**config.mk**
```make
export PLATFORM = sky130hd
export DESIGN_NAME = buddy_block_allocator
export DESIGN_NICKNAME = d
export VERILOG_FILES = /design/src/design/bba_pkg.sv /design/src/design/bba_cfg.sv /design/src/design/bba_ctrl.sv /design/src/design/bba_dp.sv /design/src/design/buddy_block_allocator.sv
export SDC_FILE = /design/constraint.sdc
export NUM_CORES = 1
export LEC_CHECK = 0
export ABC_AREA = 1
export BUFFER_PORTS_ARGS = -buffer_cell sky130_fd_sc_hd__buf_2
export CELL_PAD_IN_SITES_DETAIL_PLACEMENT = 1
export CELL_PAD_IN_SITES_GLOBAL_PLACEMENT = 2
export CORE_MARGIN = 2
export CORE_UTILIZATION = 42
export DETAILED_ROUTE_END_ITERATION = 16
export PLACE_DENSITY = 0.94
export SLEW_MARGIN = 25
export SYNTH_ARGS = -nofsm -noshare
export SYNTH_HDL_FRONTEND = slang
export SYNTH_SLANG_ARGS = --single-unit
export TNS_END_PERCENT = 100
```
**constraint.sdc**
```tcl
create_clock -name clk_i -period 10.2 [get_ports clk_i]
set_input_delay 1.02 -clock clk_i [delete_from_list [all_inputs] [get_ports clk_i]]
set_output_delay 1.02 -clock clk_i [all_outputs]
set_load 0.02 [all_outputs]
```
**src/design/bba_pkg.sv**
```systemverilog
// Shared types and constants of the buddy block allocator.
// Used by bba_cfg, bba_ctrl, bba_dp and buddy_block_allocator; no dependencies.
package bba_pkg;

  localparam int unsigned MAX_MEMORY_DEF  = 4096;
  localparam int unsigned LEVEL_COUNT_DEF = 13;

  localparam int unsigned MEM_SIZE_W  = 13;
  localparam int unsigned CFG_LVL_W   = 4;
  localparam int unsigned ACTION_W    = 2;
  localparam int unsigned REQ_SIZE_W  = 16;
  localparam int unsigned STATUS_W    = 2;
  localparam int unsigned VALUE_W     = 12;
  localparam int unsigned VALUE_MAX   = (1 << VALUE_W) - 1;
  // ceil(log2) of a REQ_SIZE_W-bit size spans 0..REQ_SIZE_W
  localparam int unsigned ROUND_LVL_W = 5;
  localparam int unsigned COUNT_W     = 13;
  localparam int unsigned APB_DATA_W  = 32;
  localparam int unsigned APB_ADDR_W  = 4;
  localparam int unsigned REG_IDX_W   = 2;

  localparam logic [MEM_SIZE_W-1:0] MEM_SIZE_RST = 13'd4096;
  localparam logic [CFG_LVL_W-1:0]  SMALLEST_RST = 4'd0;
  localparam logic [CFG_LVL_W-1:0]  LARGEST_RST  = 4'd12;

  // Register indexes on the configuration port
  localparam logic [REG_IDX_W-1:0] REG_MEM_SIZE = 2'd0;
  localparam logic [REG_IDX_W-1:0] REG_SMALLEST = 2'd1;
  localparam logic [REG_IDX_W-1:0] REG_LARGEST  = 2'd2;

  // Request kinds; the remaining codes are unsupported requests
  localparam logic [ACTION_W-1:0] ACT_INIT  = 2'd0;
  localparam logic [ACTION_W-1:0] ACT_ALLOC = 2'd1;

  typedef enum logic [STATUS_W-1:0] {
    ST_GRANT    = 2'd0,
    ST_NO_BLOCK = 2'd1,
    ST_UNSUP    = 2'd2,
    ST_INIT     = 2'd3
  } status_e;

  // Controller to datapath
  typedef struct packed {
    logic    capture;
    logic    init_top;
    logic    init_step;
    logic    calc;
    logic    search_step;
    logic    split;
    logic    take;
    logic    load_out;
    status_e kind;
  } bba_cmd_t;

  // Datapath to controller
  typedef struct packed {
    logic is_init;
    logic is_alloc;
    logic init_skip;
    logic init_last;
    logic calc_fail;
    logic has_free;
    logic j_at_top;
    logic j_is_lvl;
    logic split_last;
  } bba_stat_t;

endpackage

```
**src/design/bba_cfg.sv**
```systemverilog
// Configuration register file of the buddy block allocator (APB-style port).
// Depends on bba_pkg.
module bba_cfg import bba_pkg::*; (
  input  logic                  clk_i,
  input  logic                  rst_ni,
  input  logic                  psel,
  input  logic                  penable,
  input  logic                  pwrite,
  input  logic [APB_ADDR_W-1:0] paddr,
  input  logic [APB_DATA_W-1:0] pwdata,
  output logic [APB_DATA_W-1:0] prdata,
  output logic                  pready,
  output logic [MEM_SIZE_W-1:0] memory_size_o,
  output logic [CFG_LVL_W-1:0]  smallest_level_o,
  output logic [CFG_LVL_W-1:0]  largest_level_o
);

  logic [MEM_SIZE_W-1:0] mem_size_q;
  logic [CFG_LVL_W-1:0]  smallest_q;
  logic [CFG_LVL_W-1:0]  largest_q;
  logic [REG_IDX_W-1:0]  reg_idx;
  logic                  wr_en;

  assign pready  = 1'b1;
  assign reg_idx = paddr[APB_ADDR_W-1:2];
  assign wr_en   = psel & penable & pwrite & pready;

  always_ff @(posedge clk_i or negedge rst_ni) begin
    if (!rst_ni) begin
      mem_size_q <= MEM_SIZE_RST;
      smallest_q <= SMALLEST_RST;
      largest_q  <= LARGEST_RST;
    end else if (wr_en) begin
      case (reg_idx)
        REG_MEM_SIZE: mem_size_q <= pwdata[MEM_SIZE_W-1:0];
        REG_SMALLEST: smallest_q <= pwdata[CFG_LVL_W-1:0];
        REG_LARGEST:  largest_q  <= pwdata[CFG_LVL_W-1:0];
        default: ;
      endcase
    end
  end

  always_comb begin
    case (reg_idx)
      REG_MEM_SIZE: prdata = APB_DATA_W'(mem_size_q);
      REG_SMALLEST: prdata = APB_DATA_W'(smallest_q);
      REG_LARGEST:  prdata = APB_DATA_W'(largest_q);
      default:      prdata = '0;
    endcase
  end

  assign memory_size_o    = mem_size_q;
  assign smallest_level_o = smallest_q;
  assign largest_level_o  = largest_q;

endmodule

```
**src/design/bba_ctrl.sv**
```systemverilog
// Sequencing state machine of the buddy block allocator.
// Depends on bba_pkg; drives bba_dp through bba_cmd_t, reads bba_stat_t.
module bba_ctrl import bba_pkg::*; (
  input  logic      clk_i,
  input  logic      rst_ni,
  input  logic      in_valid_i,
  output logic      in_ready_o,
  output logic      out_valid_o,
  input  logic      out_ready_i,
  input  bba_stat_t stat_i,
  output bba_cmd_t  cmd_o
);

  typedef enum logic [8:0] {
    S_IDLE     = 9'b000000001,
    S_DECODE   = 9'b000000010,
    S_INIT_TOP = 9'b000000100,
    S_INIT_LVL = 9'b000001000,
    S_CALC     = 9'b000010000,
    S_SEARCH   = 9'b000100000,
    S_SPLIT    = 9'b001000000,
    S_TAKE     = 9'b010000000,
    S_DONE     = 9'b100000000
  } state_e;

  state_e  state_q, state_d;
  status_e kind_q, kind_d;
  logic    out_valid_q, out_valid_d;

  always_comb begin
    state_d     = state_q;
    kind_d      = kind_q;
    out_valid_d = out_valid_q & ~out_ready_i;
    in_ready_o  = 1'b0;
    cmd_o       = '0;
    cmd_o.kind  = kind_q;
    case (state_q)
      S_IDLE: begin
        in_ready_o = 1'b1;
        if (in_valid_i) begin
          cmd_o.capture = 1'b1;
          state_d       = S_DECODE;
        end
      end
      S_DECODE: begin
        if (stat_i.is_init) begin
          state_d = S_INIT_TOP;
        end else if (stat_i.is_alloc) begin
          state_d = S_CALC;
        end else begin
          kind_d  = ST_UNSUP;
          state_d = S_DONE;
        end
      end
      S_INIT_TOP: begin
        cmd_o.init_top = 1'b1;
        kind_d         = ST_INIT;
        state_d        = stat_i.init_skip ? S_DONE : S_INIT_LVL;
      end
      S_INIT_LVL: begin
        if (stat_i.init_last) begin
          state_d = S_DONE;
        end else begin
          cmd_o.init_step = 1'b1;
        end
      end
      S_CALC: begin
        cmd_o.calc = 1'b1;
        if (stat_i.calc_fail) begin
          kind_d  = ST_NO_BLOCK;
          state_d = S_DONE;
        end else begin
          state_d = S_SEARCH;
        end
      end
      S_SEARCH: begin
        if (stat_i.has_free) begin
          state_d = stat_i.j_is_lvl ? S_TAKE : S_SPLIT;
        end else if (stat_i.j_at_top) begin
          kind_d  = ST_NO_BLOCK;
          state_d = S_DONE;
        end else begin
          cmd_o.search_step = 1'b1;
        end
      end
      S_SPLIT: begin
        cmd_o.split = 1'b1;
        if (stat_i.split_last) begin
          state_d = S_TAKE;
        end
      end
      S_TAKE: begin
        cmd_o.take = 1'b1;
        kind_d     = ST_GRANT;
        state_d    = S_DONE;
      end
      S_DONE: begin
        if (!out_valid_q || out_ready_i) begin
          cmd_o.load_out = 1'b1;
          out_valid_d    = 1'b1;
          state_d        = S_IDLE;
        end
      end
      default: state_d = S_IDLE;
    endcase
  end

  always_ff @(posedge clk_i or negedge rst_ni) begin
    if (!rst_ni) begin
      state_q     <= S_IDLE;
      kind_q      <= ST_UNSUP;
      out_valid_q <= 1'b0;
    end else begin
      state_q     <= state_d;
      kind_q      <= kind_d;
      out_valid_q <= out_valid_d;
    end
  end

  assign out_valid_o = out_valid_q;

`ifndef SYNTHESIS
  a_split_nonempty: assert property (@(posedge clk_i) disable iff (!rst_ni)
    cmd_o.split |-> stat_i.has_free)
    else $error("split issued on an empty level");
  a_take_nonempty: assert property (@(posedge clk_i) disable iff (!rst_ni)
    cmd_o.take |-> (stat_i.has_free && stat_i.j_is_lvl))
    else $error("take issued on an empty or wrong level");
  a_search_bounded: assert property (@(posedge clk_i) disable iff (!rst_ni)
    cmd_o.search_step |-> !stat_i.j_at_top)
    else $error("search stepped past the largest level");
  a_result_held: assert property (@(posedge clk_i) disable iff (!rst_ni)
    (out_valid_q && !out_ready_i) |-> !cmd_o.load_out)
    else $error("pending result overwritten");
`endif

endmodule

```
**src/design/bba_dp.sv**
```systemverilog
// Datapath of the buddy block allocator: free lists, carve and split arithmetic,
// result register. Depends on bba_pkg; commanded by bba_ctrl.
module bba_dp import bba_pkg::*; #(
  parameter int unsigned MAX_MEMORY  = MAX_MEMORY_DEF,
  parameter int unsigned LEVEL_COUNT = LEVEL_COUNT_DEF,
  parameter int unsigned ADDR_W      = VALUE_W,
  parameter int unsigned LVL_W       = $clog2(LEVEL_COUNT)
) (
  input  logic                  clk_i,
  input  logic                  rst_ni,
  input  logic [MEM_SIZE_W-1:0] memory_size_i,
  input  logic [CFG_LVL_W-1:0]  smallest_level_i,
  input  logic [CFG_LVL_W-1:0]  largest_level_i,
  input  logic [ACTION_W-1:0]   action_i,
  input  logic [REQ_SIZE_W-1:0] request_size_i,
  input  bba_cmd_t              cmd_i,
  output bba_stat_t             stat_o,
  output logic [STATUS_W-1:0]   status_o,
  output logic [VALUE_W-1:0]    value_o
);

  localparam logic [ROUND_LVL_W-1:0] LVL_LAST = ROUND_LVL_W'(LEVEL_COUNT - 1);

  logic [ACTION_W-1:0]   action_q;
  logic [REQ_SIZE_W-1:0] size_q;
  logic [LVL_W-1:0]      lvl_q, j_q, j_dn;
  logic [MEM_SIZE_W-1:0] rem_q;
  logic [ADDR_W-1:0]     addr_q;
  logic [COUNT_W-1:0]    top_next_q, top_cnt_q;
  logic [ADDR_W-1:0]     first_q  [LEVEL_COUNT];
  logic [ADDR_W-1:0]     second_q [LEVEL_COUNT];
  logic [1:0]            cnt_q    [LEVEL_COUNT];
  logic [STATUS_W-1:0]   out_status_q;
  logic [VALUE_W-1:0]    out_value_q;

  logic [ROUND_LVL_W-1:0] small_ext, large_ext, small_cl, large_cl;
  logic [ROUND_LVL_W-1:0] round_lvl, eff_lvl;
  logic [LVL_W-1:0]       s_lvl, t_lvl;
  logic [MEM_SIZE_W-1:0]  rem_init, top_n;
  logic [31:0]            top_span, top_addr_full, blk;
  logic [ADDR_W-1:0]      head_addr;
  logic                   init_skip, init_fits, j_at_top;
  logic [VALUE_W-1:0]     rem_sat;

  // Clamp the level registers to the implemented levels
  assign small_ext = ROUND_LVL_W'(smallest_level_i);
  assign large_ext = ROUND_LVL_W'(largest_level_i);
  assign small_cl  = (small_ext > LVL_LAST) ? LVL_LAST : small_ext;
  assign large_cl  = (large_ext > LVL_LAST) ? LVL_LAST : large_ext;
  assign s_lvl     = small_cl[LVL_W-1:0];
  assign t_lvl     = large_cl[LVL_W-1:0];
  assign init_skip = small_cl > large_cl;

  assign rem_init = (32'(memory_size_i) > 32'(MAX_MEMORY)) ? MEM_SIZE_W'(MAX_MEMORY)
                                                           : memory_size_i;
  assign top_n    = rem_init >> t_lvl;
  assign top_span = 32'(top_n) << t_lvl;

  assign j_dn      = j_q - 1'b1;
  assign blk       = 32'd1 << j_dn;
  assign init_fits = 32'(rem_q) >= blk;

  // Round the request up to a power of two
  always_comb begin
    round_lvl = '0;
    for (int l = 0; l < REQ_SIZE_W; l++) begin
      if ((32'd1 << l) < 32'(size_q)) begin
        round_lvl = ROUND_LVL_W'(l + 1);
      end
    end
  end
  assign eff_lvl = (round_lvl < small_cl) ? small_cl : round_lvl;

  assign j_at_top      = j_q == t_lvl;
  assign top_addr_full = 32'(top_next_q) << t_lvl;
  assign head_addr     = j_at_top ? top_addr_full[ADDR_W-1:0] : first_q[j_q];

  assign rem_sat = (rem_q > MEM_SIZE_W'(VALUE_MAX)) ? VALUE_W'(VALUE_MAX)
                                                    : rem_q[VALUE_W-1:0];

  always_comb begin
    stat_o            = '0;
    stat_o.is_init    = action_q == ACT_INIT;
    stat_o.is_alloc   = action_q == ACT_ALLOC;
    stat_o.init_skip  = init_skip;
    stat_o.init_last  = j_q == s_lvl;
    stat_o.calc_fail  = (size_q == '0) || (eff_lvl > large_cl);
    stat_o.has_free   = j_at_top ? (top_cnt_q != '0) : (cnt_q[j_q] != 2'd0);
    stat_o.j_at_top   = j_at_top;
    stat_o.j_is_lvl   = j_q == lvl_q;
    stat_o.split_last = (LVL_W + 1)'(j_q) == ((LVL_W + 1)'(lvl_q) + 1'b1);
  end

  // Free-list counters
  always_ff @(posedge clk_i or negedge rst_ni) begin
    if (!rst_ni) begin
      top_next_q <= '0;
      top_cnt_q  <= '0;
      for (int i = 0; i < LEVEL_COUNT; i++) begin
        cnt_q[i] <= 2'd0;
      end
    end else begin
      if (cmd_i.init_top) begin
        top_next_q <= '0;
        top_cnt_q  <= init_skip ? '0 : COUNT_W'(top_n);
        for (int i = 0; i < LEVEL_COUNT; i++) begin
          cnt_q[i] <= 2'd0;
        end
      end
      if (cmd_i.init_step && init_fits) begin
        cnt_q[j_dn] <= 2'd1;
      end
      if (cmd_i.split || cmd_i.take) begin
        if (j_at_top) begin
          top_next_q <= top_next_q + 1'b1;
          top_cnt_q  <= top_cnt_q - 1'b1;
        end else begin
          cnt_q[j_q] <= cnt_q[j_q] - 1'b1;
        end
      end
      if (cmd_i.split) begin
        cnt_q[j_dn] <= 2'd2;
      end
    end
  end

  // Block addresses, valid only where the counters say so
  always_ff @(posedge clk_i) begin
    if (cmd_i.init_step && init_fits) begin
      first_q[j_dn] <= addr_q;
    end
    if ((cmd_i.split || cmd_i.take) && !j_at_top && (cnt_q[j_q] == 2'd2)) begin
      first_q[j_q] <= second_q[j_q];
    end
    if (cmd_i.split) begin
      first_q[j_dn]  <= head_addr;
      second_q[j_dn] <= head_addr ^ blk[ADDR_W-1:0];
    end
  end

  // Item, cursors and result
  always_ff @(posedge clk_i) begin
    if (cmd_i.capture) begin
      action_q <= action_i;
      size_q   <= request_size_i;
    end
    if (cmd_i.init_top) begin
      rem_q  <= init_skip ? rem_init : rem_init - top_span[MEM_SIZE_W-1:0];
      addr_q <= top_span[ADDR_W-1:0];
      j_q    <= t_lvl;
    end
    if (cmd_i.init_step) begin
      j_q <= j_dn;
      if (init_fits) begin
        addr_q <= addr_q + blk[ADDR_W-1:0];
        rem_q  <= rem_q - blk[MEM_SIZE_W-1:0];
      end
    end
    if (cmd_i.calc) begin
      lvl_q <= eff_lvl[LVL_W-1:0];
      j_q   <= eff_lvl[LVL_W-1:0];
    end
    if (cmd_i.search_step) begin
      j_q <= j_q + 1'b1;
    end
    if (cmd_i.split) begin
      j_q <= j_dn;
    end
    if (cmd_i.take) begin
      addr_q <= head_addr;
    end
    if (cmd_i.load_out) begin
      out_status_q <= cmd_i.kind;
      case (cmd_i.kind)
        ST_GRANT: out_value_q <= addr_q[VALUE_W-1:0];
        ST_INIT:  out_value_q <= rem_sat;
        default:  out_value_q <= '0;
      endcase
    end
  end

  assign status_o = out_status_q;
  assign value_o  = out_value_q;

endmodule

```
**src/design/buddy_block_allocator.sv**
```systemverilog
// Top level of the buddy block allocator: stream ports, APB registers,
// controller and datapath. Depends on bba_pkg, bba_cfg, bba_ctrl and bba_dp.
//
// Buddy allocator over up to MAX_MEMORY units, allocation only. Level k holds
// blocks of 2^k units; the largest level keeps a counted run of blocks, every
// smaller level keeps up to two free blocks. An initialize request (tuser 0)
// carves memory_size from the largest level down to the smallest and returns
// the unused remainder with status 3 (saturated at 4095). An allocate request
// (tuser 1) rounds request_size up to a power of two, at least the smallest
// level; if that level is empty, the lowest non-empty level above it is split
// down, block first then buddy. It returns the block address with status 0,
// or status 1 when no block fits (a size of zero always fails). Other request
// kinds return status 2. Items are processed one at a time; a finished result
// waits in an output register while the next item is accepted. The controller
// walks the free-list registers one level per cycle. There is no clearing pass
// after reset.
// Write the configuration registers only while no item is in flight, and
// initialize again after changing them.
module buddy_block_allocator import bba_pkg::*; #(
  parameter int unsigned MAX_MEMORY  = MAX_MEMORY_DEF,
  parameter int unsigned LEVEL_COUNT = LEVEL_COUNT_DEF
) (
  input  logic                  clk_i,
  input  logic                  rst_ni,
  // request stream
  input  logic                  s_axis_tvalid,
  output logic                  s_axis_tready,
  input  logic [15:0]           s_axis_tdata,   // [15:0] request_size
  input  logic [1:0]            s_axis_tuser,   // [1:0] action
  // result stream
  output logic                  m_axis_tvalid,
  input  logic                  m_axis_tready,
  output logic [15:0]           m_axis_tdata,   // [11:0] value, [15:12] zero
  output logic [1:0]            m_axis_tuser,   // [1:0] status
  // configuration
  input  logic                  psel,
  input  logic                  penable,
  input  logic                  pwrite,
  input  logic [APB_ADDR_W-1:0] paddr,
  input  logic [APB_DATA_W-1:0] pwdata,
  output logic [APB_DATA_W-1:0] prdata,
  output logic                  pready
);

  // Stored addresses are at least as wide as the reported value
  localparam int unsigned ADDR_W = ($clog2(MAX_MEMORY) > VALUE_W) ? $clog2(MAX_MEMORY)
                                                                  : VALUE_W;
  localparam int unsigned LVL_W  = $clog2(LEVEL_COUNT);

  logic [MEM_SIZE_W-1:0] memory_size;
  logic [CFG_LVL_W-1:0]  smallest_level;
  logic [CFG_LVL_W-1:0]  largest_level;
  bba_cmd_t              cmd;
  bba_stat_t             stat;
  logic [VALUE_W-1:0]    value;

  bba_cfg u_cfg (
    .clk_i            (clk_i),
    .rst_ni           (rst_ni),
    .psel             (psel),
    .penable          (penable),
    .pwrite           (pwrite),
    .paddr            (paddr),
    .pwdata           (pwdata),
    .prdata           (prdata),
    .pready           (pready),
    .memory_size_o    (memory_size),
    .smallest_level_o (smallest_level),
    .largest_level_o  (largest_level)
  );

  // Sequence each transaction: decode, carve or search/split (unsupported requests skip both), then hold the result
  bba_ctrl u_ctrl (
    .clk_i       (clk_i),
    .rst_ni      (rst_ni),
    .in_valid_i  (s_axis_tvalid),
    .in_ready_o  (s_axis_tready),
    .out_valid_o (m_axis_tvalid),
    .out_ready_i (m_axis_tready),
    .stat_i      (stat),
    .cmd_o       (cmd)
  );

  bba_dp #(
    .MAX_MEMORY  (MAX_MEMORY),
    .LEVEL_COUNT (LEVEL_COUNT),
    .ADDR_W      (ADDR_W),
    .LVL_W       (LVL_W)
  ) u_dp (
    .clk_i            (clk_i),
    .rst_ni           (rst_ni),
    .memory_size_i    (memory_size),
    .smallest_level_i (smallest_level),
    .largest_level_i  (largest_level),
    .action_i         (s_axis_tuser),
    .request_size_i   (s_axis_tdata),
    .cmd_i            (cmd),
    .stat_o           (stat),
    .status_o         (m_axis_tuser),
    .value_o          (value)
  );

  // Pad the value to whole bytes
  assign m_axis_tdata = {(16 - VALUE_W)'(0), value};

endmodule
```
# Word level (Yosys, flattened, before mapping)
# Memory sizes are Yosys's and may differ from the RTL's. A register that Yosys moved wholly into a read port is not among the register bits.
# Index checks and enable logic that the tools add are counted.
[totals] output_inout_bits=53 regBits=150 ram_bits=312 mem_count=2
[memory_table] memory="u_dp.first_q" depth=13 width=12 read_ports=1 rd_ports_with_merged_regs=1 wr=2 line="bba_dp.sv:30" source="logic [ADDR_W-1:0] first_q [LEVEL_COUNT];"
[memory_table] memory="u_dp.second_q" depth=13 width=12 read_ports=1 rd_ports_with_merged_regs=1 wr=1 line="bba_dp.sv:31" source="logic [ADDR_W-1:0] second_q [LEVEL_COUNT];"
[classes] add_sub_neg=9 reduce_logical=23 n_lt_le_gt_ge=28 shifts=4 bitwise_logic=14 mux=101 n_eq_ne=28
[ops] cell="13-bit 2-to-1 mux" count=12
[ops] cell="26-bit 2-to-1 mux" count=5
[ops] cell="9-bit 2-to-1 mux" count=10
[ops] cell="12-bit 2-to-1 mux" count=7
[ops] cell="9-bit one-hot mux with 9 select lines" count=1
[ops] cell="5-bit 2-to-1 mux" count=16
[ops] cell="13-bit one-hot mux with 3 select lines" count=1
[ops] cell="4-bit 2-to-1 mux" count=9
[ops] cell="13-bit by 32-bit >= comparator with 1-bit output" count=1
[ops] cell="1-bit by 4-bit << shifter with 32-bit output, first input constant" count=1
[ops] cell="13-bit AND" count=2
[ops] cell="26-bit bitwise mux" count=1
[ops] cell="13-bit NOT" count=2
[ops] cell="13-bit OR" count=2
[ops] cell="13-bit subtractor" count=2
[ops] cell="1-bit 2-to-1 mux" count=24
[ops] cell="12-bit one-hot mux with 2 select lines" count=1
[ops] cell="2-bit 2-to-1 mux" count=9
[ops] cell="2-bit demux with 4-bit select" count=2
[ops] cell="16-bit logical NOT" count=1
[ops] cell="1-bit by 16-bit < comparator with 1-bit output, first input constant" count=1
[ops] cell="10-bit by 16-bit < comparator with 1-bit output, first input constant" count=1
[ops] cell="11-bit by 16-bit < comparator with 1-bit output, first input constant" count=1
[ops] cell="12-bit by 16-bit < comparator with 1-bit output, first input constant" count=1
[ops] cell="other kinds (63)" count=94

# Longest topological paths before layout
# Gate-level depths: netlist of run 1.
[depth] word_depth=23 depth_mapped=38

# Modules after synthesis
# Synthesis of run 1 repeated with hierarchy kept, for this count alone.
[hier_totals] hier_cells=3104 hier_area_um2=26506.7
[by_module_without_submodules] mod="bba_dp" seq_area_each_um2=12426.9 instances=1 area_per_inst_um2=24345.8 cells_per_inst=2804
[by_module_without_submodules] mod="bba_cfg" seq_area_each_um2=529.3 instances=1 area_per_inst_um2=1169.9 cells_per_inst=160
[by_module_without_submodules] mod="bba_ctrl" seq_area_each_um2=302.8 instances=1 area_per_inst_um2=957.2 cells_per_inst=135
[by_module_without_submodules] mod="buddy_block_allocator" seq_area_each_um2=0.0 instances=1 area_per_inst_um2=33.8 cells_per_inst=5

# Worst setup path after synthesis of run 1
# OpenSTA, ideal clock, no wires.
[synth_path] kind="reg2reg" startpoint="register u_dp.j_q[0]" endpoint="memory u_dp.first_q[1][0] in the netlist's numbering, enable pin" t_required_ps=9839 setup_time_ps=361 t_arrival_ps=4108 path_slack_ps=5731 stages_incl_launch_ff=30 cell_sequence="edfxtp_1 > buf_2 > clkinv_1 > clkbuf_1 > ha_1 > inv_1 > nand2_1 > nand2_1 > inv_1 > nor2_1 > inv_1 > nor2_1 > ha_1 > fa_1 > nand3b_1 > nand2_1 > nand2_2 > a21oi_2 > nor2_2 > nor2_1 > nor2_1 > o21ai_2 > a21oi_2 > o41ai_1 > a21o_1 > nand3_4 > inv_2 > buf_2 > nand2_1 > nand3_1"
[synth_lines] element="from (decl)" line="bba_dp.sv:26" source="logic [LVL_W-1:0] lvl_q, j_q, j_dn;"
[synth_lines] element="from (signal assigned)" line="bba_dp.sv:150" source="j_q <= t_lvl;"
[synth_lines] element="from (signal assigned)" line="bba_dp.sv:153" source="j_q <= j_dn;"
[synth_lines] element="from (signal assigned)" line="bba_dp.sv:161" source="j_q <= eff_lvl[LVL_W-1:0];"
[synth_lines] element="to (decl)" line="bba_dp.sv:30"

==> results_dict.tcl, run 1 <==
set metrics [dict create \
    n_fill_cell 7205 \
    overflow 0 \
    ios 114 \
    root_buffer "clkbuf_16" \
    p_comb_frac 0.330 \
    cts_setup_buffers 0 \
    power_frac_seq 0.379 \
    cts_max_path_buffers 3 \
    port_buffers 68 \
    power_uw 6280 \
    maxUsedRoutingLayer "met4" \
    maxCapViolations 0 \
    setup_viol 0 \
    setup.worst_path.start_class "register" \
    leakage_uw 0.0114 \
    wl_met1_microns 36600 \
    clk_pin_slew_ps 60 \
    worstMarginPinSlew_ps 1140 \
    design.die.area_sq_um 64100 \
    ctsHoldBuffers 0 \
    endpoint_kind "register" \
    critPathRequiredTime_ps 10420 \
    cp-startpoint "u_dp.j_q[1]" \
    worstPathMaxFanout 39 \
    ir_drop_mv 0.146 \
    yosysTopAreaCellShare 0.406 \
    grt_pass1_wl_microns 137000 \
    timing_hold_violations_final 0 \
    reg2reg_from "u_dp.j_q[1]" \
    cts.sinks 465 \
    max_freq_mhz 151 \
    synth_area_sq_um 26100 \
    drtIter0Drc 1805 \
    areaGrowthSynthToFinish_pct 9.52 \
    dp.cells 3742 \
    die_y_microns 253 \
    swShare 0.376 \
    numCtsBuffers 51 \
    synth.distinct_cells 69 \
    clkPwrFrac 0.290 \
    ff_latch_area_sq_um 13300 \
    grt_max_degree 75 \
    coreArea_sq_um 61500 \
    r2r_slack_ps 3580 \
    timing.setup.tns_ps 0 \
    htree_levels 2 \
    yosys_register_bits 465 \
    routed_wl_microns 88400 \
    synth_largest_area_cell "edfxtp_1" \
    grt_setup_unrepaired "false" \
    crit_type "register to register" \
    maxSlewViolCount 0 \
    slew_headroom 0.235 \
    final_cell_mix "nand2_1, o21ai_0, edfxtp_1, nor2_1, inv_1" \
    ys.flop_type "edfxtp_1" \
    wl_met3_microns 5030 \
    diodes 0 \
    holdWs_ps 291 \
    final_period_minus_worst_setup_slack_ps 6620 \
    row_count 91 \
    vias 22663 \
    internal_power_uw 3920 \
    ys_warn_count 0 \
    multi_input_area_sq_um 11000 \
    synth_edf_count 352 \
    fp.dieW_microns 253 \
    ant_nets 0 \
    grt_usage 0.276 \
    antenna_found_initial 1 \
    p_sw_uw 2360 \
    place_congestion 0.941 \
    p_per_area_nw_per_um2 220 \
    dp_hpwl_microns 59700 \
    reg2reg_depth 27 \
    start_util 0.424 \
    yosysSeqAreaShare 0.509 \
    grt_pass1_vias 23601 \
    synth_area_leaders "edfxtp_1, nand2_1, o21ai_0, dfrtp_1, nor2_1" \
    cts_resized 0 \
    status "finished clean" \
    syn_avg_cell_area_sq_um 8.62 \
    worst_ep_arrival_time_ps 6840 \
    drt_first_pass_iters 6 \
    vias_per_cell 5.90 \
    drc 0 \
    crit_end "u_dp.first_q[2][1]" \
    synth_cells 3023 \
    r2r_end "u_dp.first_q[2][1]" \
    cts_tree "done" \
    nets 3129 \
    final_common_cell "nand2_1" \
    ys_async_sr_fraction 0.181 \
    clk_latency_ps 630 \
    fin_crit_sh 0.649 \
    instances_no_fill 3838 \
    routedWlPerCell_microns 23.0 \
    fin_util 0.464 \
    hp-class "input port to asynchronous set/reset pin" \
    drive_above_1_share 0.0902 \
    finClkSkew_ps 37.3 \
    met2WireLength_microns 42700 \
]
[registers in the layout (all words and copies together), names as in the netlist, 4 cells and up, named ones only]
register and cells:
u_dp.second_q 156, u_dp.addr_q 12, u_cfg.largest_level_o 4, u_dp.j_q 4
u_cfg.memory_size_o 13, u_ctrl.state_q 9, u_dp.top_next_q 12, u_dp.top_cnt_q 13
u_dp.value_o 12, u_dp.rem_q 13, u_cfg.smallest_level_o 4, u_dp.first_q 156
u_dp.size_q 16, u_dp.lvl_q 4, u_dp.cnt_q 26
[power by group through the flow]
stage / sequential, uW / combinational (uW) / clock, uW
floorplan: 2370 / 1450 / 0
global placement: 2410 / 1900 / 0
detailed placement: 2420 / 2020 / 0
CTS: 2380 / 2050 / 1840
global route: 2390 / 2310 / 1910
finish: 2380 / 2080 / 1820
[layer usage]
layer  vias to the layer above  GRT usage
met4                         0      0.131
met1                     11354      0.349
met2                       742      0.471
li1                      10357          -
met5                         -          0
met3                       210     0.0355
[worst max-delay path, stage by stage, from the launching register on]
cell	delay [ps]
edfxtp_1	370
buf_4	220
inv_1	560
ha_1	360
inv_1	110
nand2_1	80
nand2_1	60
inv_1	210
nor2_1	90
inv_1	120
nor2_1	170
ha_1	260
fa_1	400
nand3b_1	190
nand2_1	100
nand2_2	60
a21oi_2	140
nor2_2	60
nor2_1	100
nor2_1	60
o21ai_2	100
a21oi_2	110
o41ai_1	80
a21o_1	200
nand3_4	250
inv_2	710
nand2_1	220
nand3_1	760
[worst min-delay path by stage]
| stage | from | end | cells after the start |
|---|---|---|---|
| after global placement | u_dp.action_q[0] | u_ctrl.state_q[2] | 1 |
| after floorplan | u_dp.action_q[0] | u_ctrl.state_q[2] | 1 |
| final | rst_ni | u_cfg.memory_size_o[0] | 1 |
| after detailed placement | u_dp.action_q[0] | u_ctrl.state_q[2] | 1 |
| after CTS | rst_ni | u_cfg.largest_level_o[0] | 1 |
| after global routing | rst_ni | u_cfg.smallest_level_o[1] | 1 |
[synthesized netlist by cell type, drive strengths merged, types with 20 or more instances]
| master | count |
|---|---|
| nand3 | 134 |
| xor2 | 47 |
| nand4 | 36 |
| o221ai | 44 |
| edfxtp | 352 |
| nor2 | 370 |
| a31oi | 20 |
| inv | 246 |
| o22ai | 52 |
| o211ai | 43 |
| clkbuf | 96 |
| nor3 | 23 |
| dfrtp | 79 |
| o21ai | 490 |
| nand2 | 597 |
| buf | 108 |
| ha | 59 |
| a21oi | 104 |
| dfxtp | 29 |
[area by class of cell]
cell class              count  share of cell area
clock buffers              74              0.0481
well taps                 790              0.0346
inverters                 250              0.0330
multi-input cells        2126               0.387
clock inverters            21             0.00894
repair buffers            112              0.0238
flip-flops and latches    465               0.465
[logic make-up after synthesis]
group / count (synthesis) / synth area share
compound gates: 801 / 0.175
xor+xnor: 56 / 0.0188
fa+ha+maj: 62 / 0.0306
buf+inv: 454 / 0.0739
flops: 465 / 0.509
mux: 2 / 0.000768
other cells: 2 / 0.000288
simple gates: 1181 / 0.191
[metrics by stage]
stage | worst slack [ps] | cell area [sq um]
after CTS | 3620 | 28500
after floorplan | 5730 | 26100
after global routing | 3210 | 28500
after detailed placement | 3680 | 26800
after global placement | 3870 | 26800
final | 3580 | 28500
(Power assumes the default switching activity.)
==> run 2, diff against run 1 <==
Settings changed: CORE_UTILIZATION 42 to 35, PLACE_DENSITY 0.94 to 0.84.
Clock period 10.2 ns to 6 ns, I/O delays scaled along.
==> run 2 against run 1 <==
Critical path depth grew 9. Final cell count rose by 5.9%. Utilization is 6.8 points lower. Highest routed layer unchanged.
==> results_dict.tcl, run 2 (synthesis gave the netlist of run 1 again) <==
set metrics [dict create \
    grt_pass1_vias 23741 \
    leakage_uw 0.0118 \
    timing_hold_violations_final 0 \
    numCtsBuffers 54 \
    timing.final.ws_setup_ps 1150 \
    antenna_found_initial 0 \
    ios 114 \
    p_per_area_nw_per_um2 372 \
    routedWlPerCell_microns 22.3 \
    cpMaxStageDelayCell "dfrtp_1" \
    swShare 0.368 \
    final_common_cell "nand2_1" \
    slew_headroom 0.299 \
    power_uw 10900 \
    setup.worst_path.start_class "register" \
    final_cell_mix "nand2_1, o21ai_0, edfxtp_1, nor2_1, inv_1" \
    setup_viol 0 \
    internal_power_uw 6920 \
    design.die.area_sq_um 76700 \
    pre_cts_ws_ps 1290 \
    fp.dieW_microns 277 \
    status "finished clean" \
    drive_above_1_share 0.108 \
    maxSlewViolCount 0 \
    worst_ep_arrival_time_ps 5450 \
    ant_nets 0 \
    clkPwrFrac 0.313 \
    coreArea_sq_um 74100 \
    die_y_microns 277 \
    grt_max_degree 99 \
    crit_type "register to register" \
    place_congestion 0.892 \
    ir_drop_mv 0.246 \
    overflow 0 \
    fin_crit_sh 0.809 \
    root_buffer "clkbuf_16" \
    hp-class "input port to register" \
    areaGrowthSynthToFinish_pct 12.7 \
    vias 22575 \
    drt_first_pass_iters 6 \
    clk_latency_ps 650 \
    drtIter0Drc 1675 \
    nets 3172 \
    cts_setup_buffers 0 \
    start_util 0.352 \
    max_stage_delay_ps 400 \
    ctsHoldBuffers 1 \
    reg_top3 "u_dp.first_q (156), u_dp.second_q (156), u_dp.cnt_q (26)" \
    vias_per_cell 5.56 \
    port_buffers 68 \
    grt_usage 0.233 \
    cts_resized 0 \
    p_sw_uw 4020 \
    worstMarginPinSlew_ps 1050 \
    power_frac_seq 0.369 \
    r2r_slack_ps 1150 \
    cts.sinks 465 \
    drc 0 \
    endpoint_kind "register" \
    cts_tree "done" \
    dp_hpwl_microns 61900 \
    instances_no_fill 4063 \
    grt_pass1_wl_microns 140000 \
    worstPathMaxFanout 10 \
    dp.cells 3961 \
    clk_pin_slew_ps 60 \
    critPathRequiredTime_ps 6590 \
    timing.setup.tns_ps 0 \
    final_period_minus_worst_setup_slack_ps 4850 \
    max_freq_mhz 206 \
    finClkSkew_ps 65.5 \
    cts_max_path_buffers 3 \
    maxCapViolations 0 \
    htree_levels 2 \
    diodes 0 \
    routed_wl_microns 90600 \
    row_count 100 \
    crit_top_cell "nand2_1" \
    p_comb_frac 0.318 \
    grt_setup_unrepaired "false" \
]
-- run 2: cell types whose count changed in the layout (fill, tap and decap cells not counted), moves of 2 or more --
cell	change
clkinv_2	+10
clkinv_4	-2
clkinv_1	-2
clkbuf_1	-14
buf_12	+7
clkbuf_16	+5
buf_4	+32
clkbuf_8	+6
inv_4	+2
-- run 2: worst paths after layout --
path / cells after the start / end / from
min in group asynchronous: 2 / u_cfg.smallest_level_o[0] / rst_ni
max in group asynchronous: 3 / u_dp.cnt_q[19] / rst_ni
worst max-delay path: 36 / u_dp.rem_q[12] / u_cfg.memory_size_o[2]
worst min register to register: 1 / u_ctrl.state_q[2] / u_dp.action_q[0]
worst min-delay path: 1 / u_dp.size_q[1] / s_axis_tdata[1]
worst max register to register: 36 / u_dp.rem_q[12] / u_cfg.memory_size_o[2]
-- run 2: power by group through the flow --
stage / clock, uW / combinational [uW] / sequential [uW]
2_1_floorplan: 0 / 2470 / 4030
3_3_place_gp: 0 / 3270 / 4100
3_5_place_dp: 0 / 3430 / 4110
4_1_cts: 3480 / 3460 / 4040
5_1_grt: 3610 / 3900 / 4060
6_report: 3420 / 3480 / 4040
-- run 2: per-stage QoR --
| step | util | area, sq um | hold slack, ps |
|---|---|---|---|
| finish | 0.397 | 29400 | 128 |
| global route | 0.397 | 29400 | 110 |
| CTS | 0.396 | 29300 | 95.0 |
| detailed placement | 0.371 | 27400 | 435 |
| global placement | 0.370 | 27400 | 428 |
| floorplan | - | 26100 | 304 |
-- run 2: final cells by class --
type / count / area (sq um)
multi-input cells: 2126 / 11000
repair buffers: 152 / 1070
clock buffers: 71 / 1530
inverters: 250 / 942
clock inverters: 30 / 337
fillers: 8733 / 44700
well taps: 969 / 1210
flip-flops and latches: 465 / 13300
-- run 2: worst max-delay path: cells and delay by family (launching register included) --
family	cells	cell delay, ps
flops	1	400
compound gates	9	1270
fa+ha+maj	1	380
simple gates	23	2410
buf+inv	3	360
-- run 2: metal layers --
metal  global-route usage  part of all wire
met1                0.301              0.43
met2                0.403              0.49
met3               0.0253             0.046
met4               0.0850             0.037
met5                    0                 0
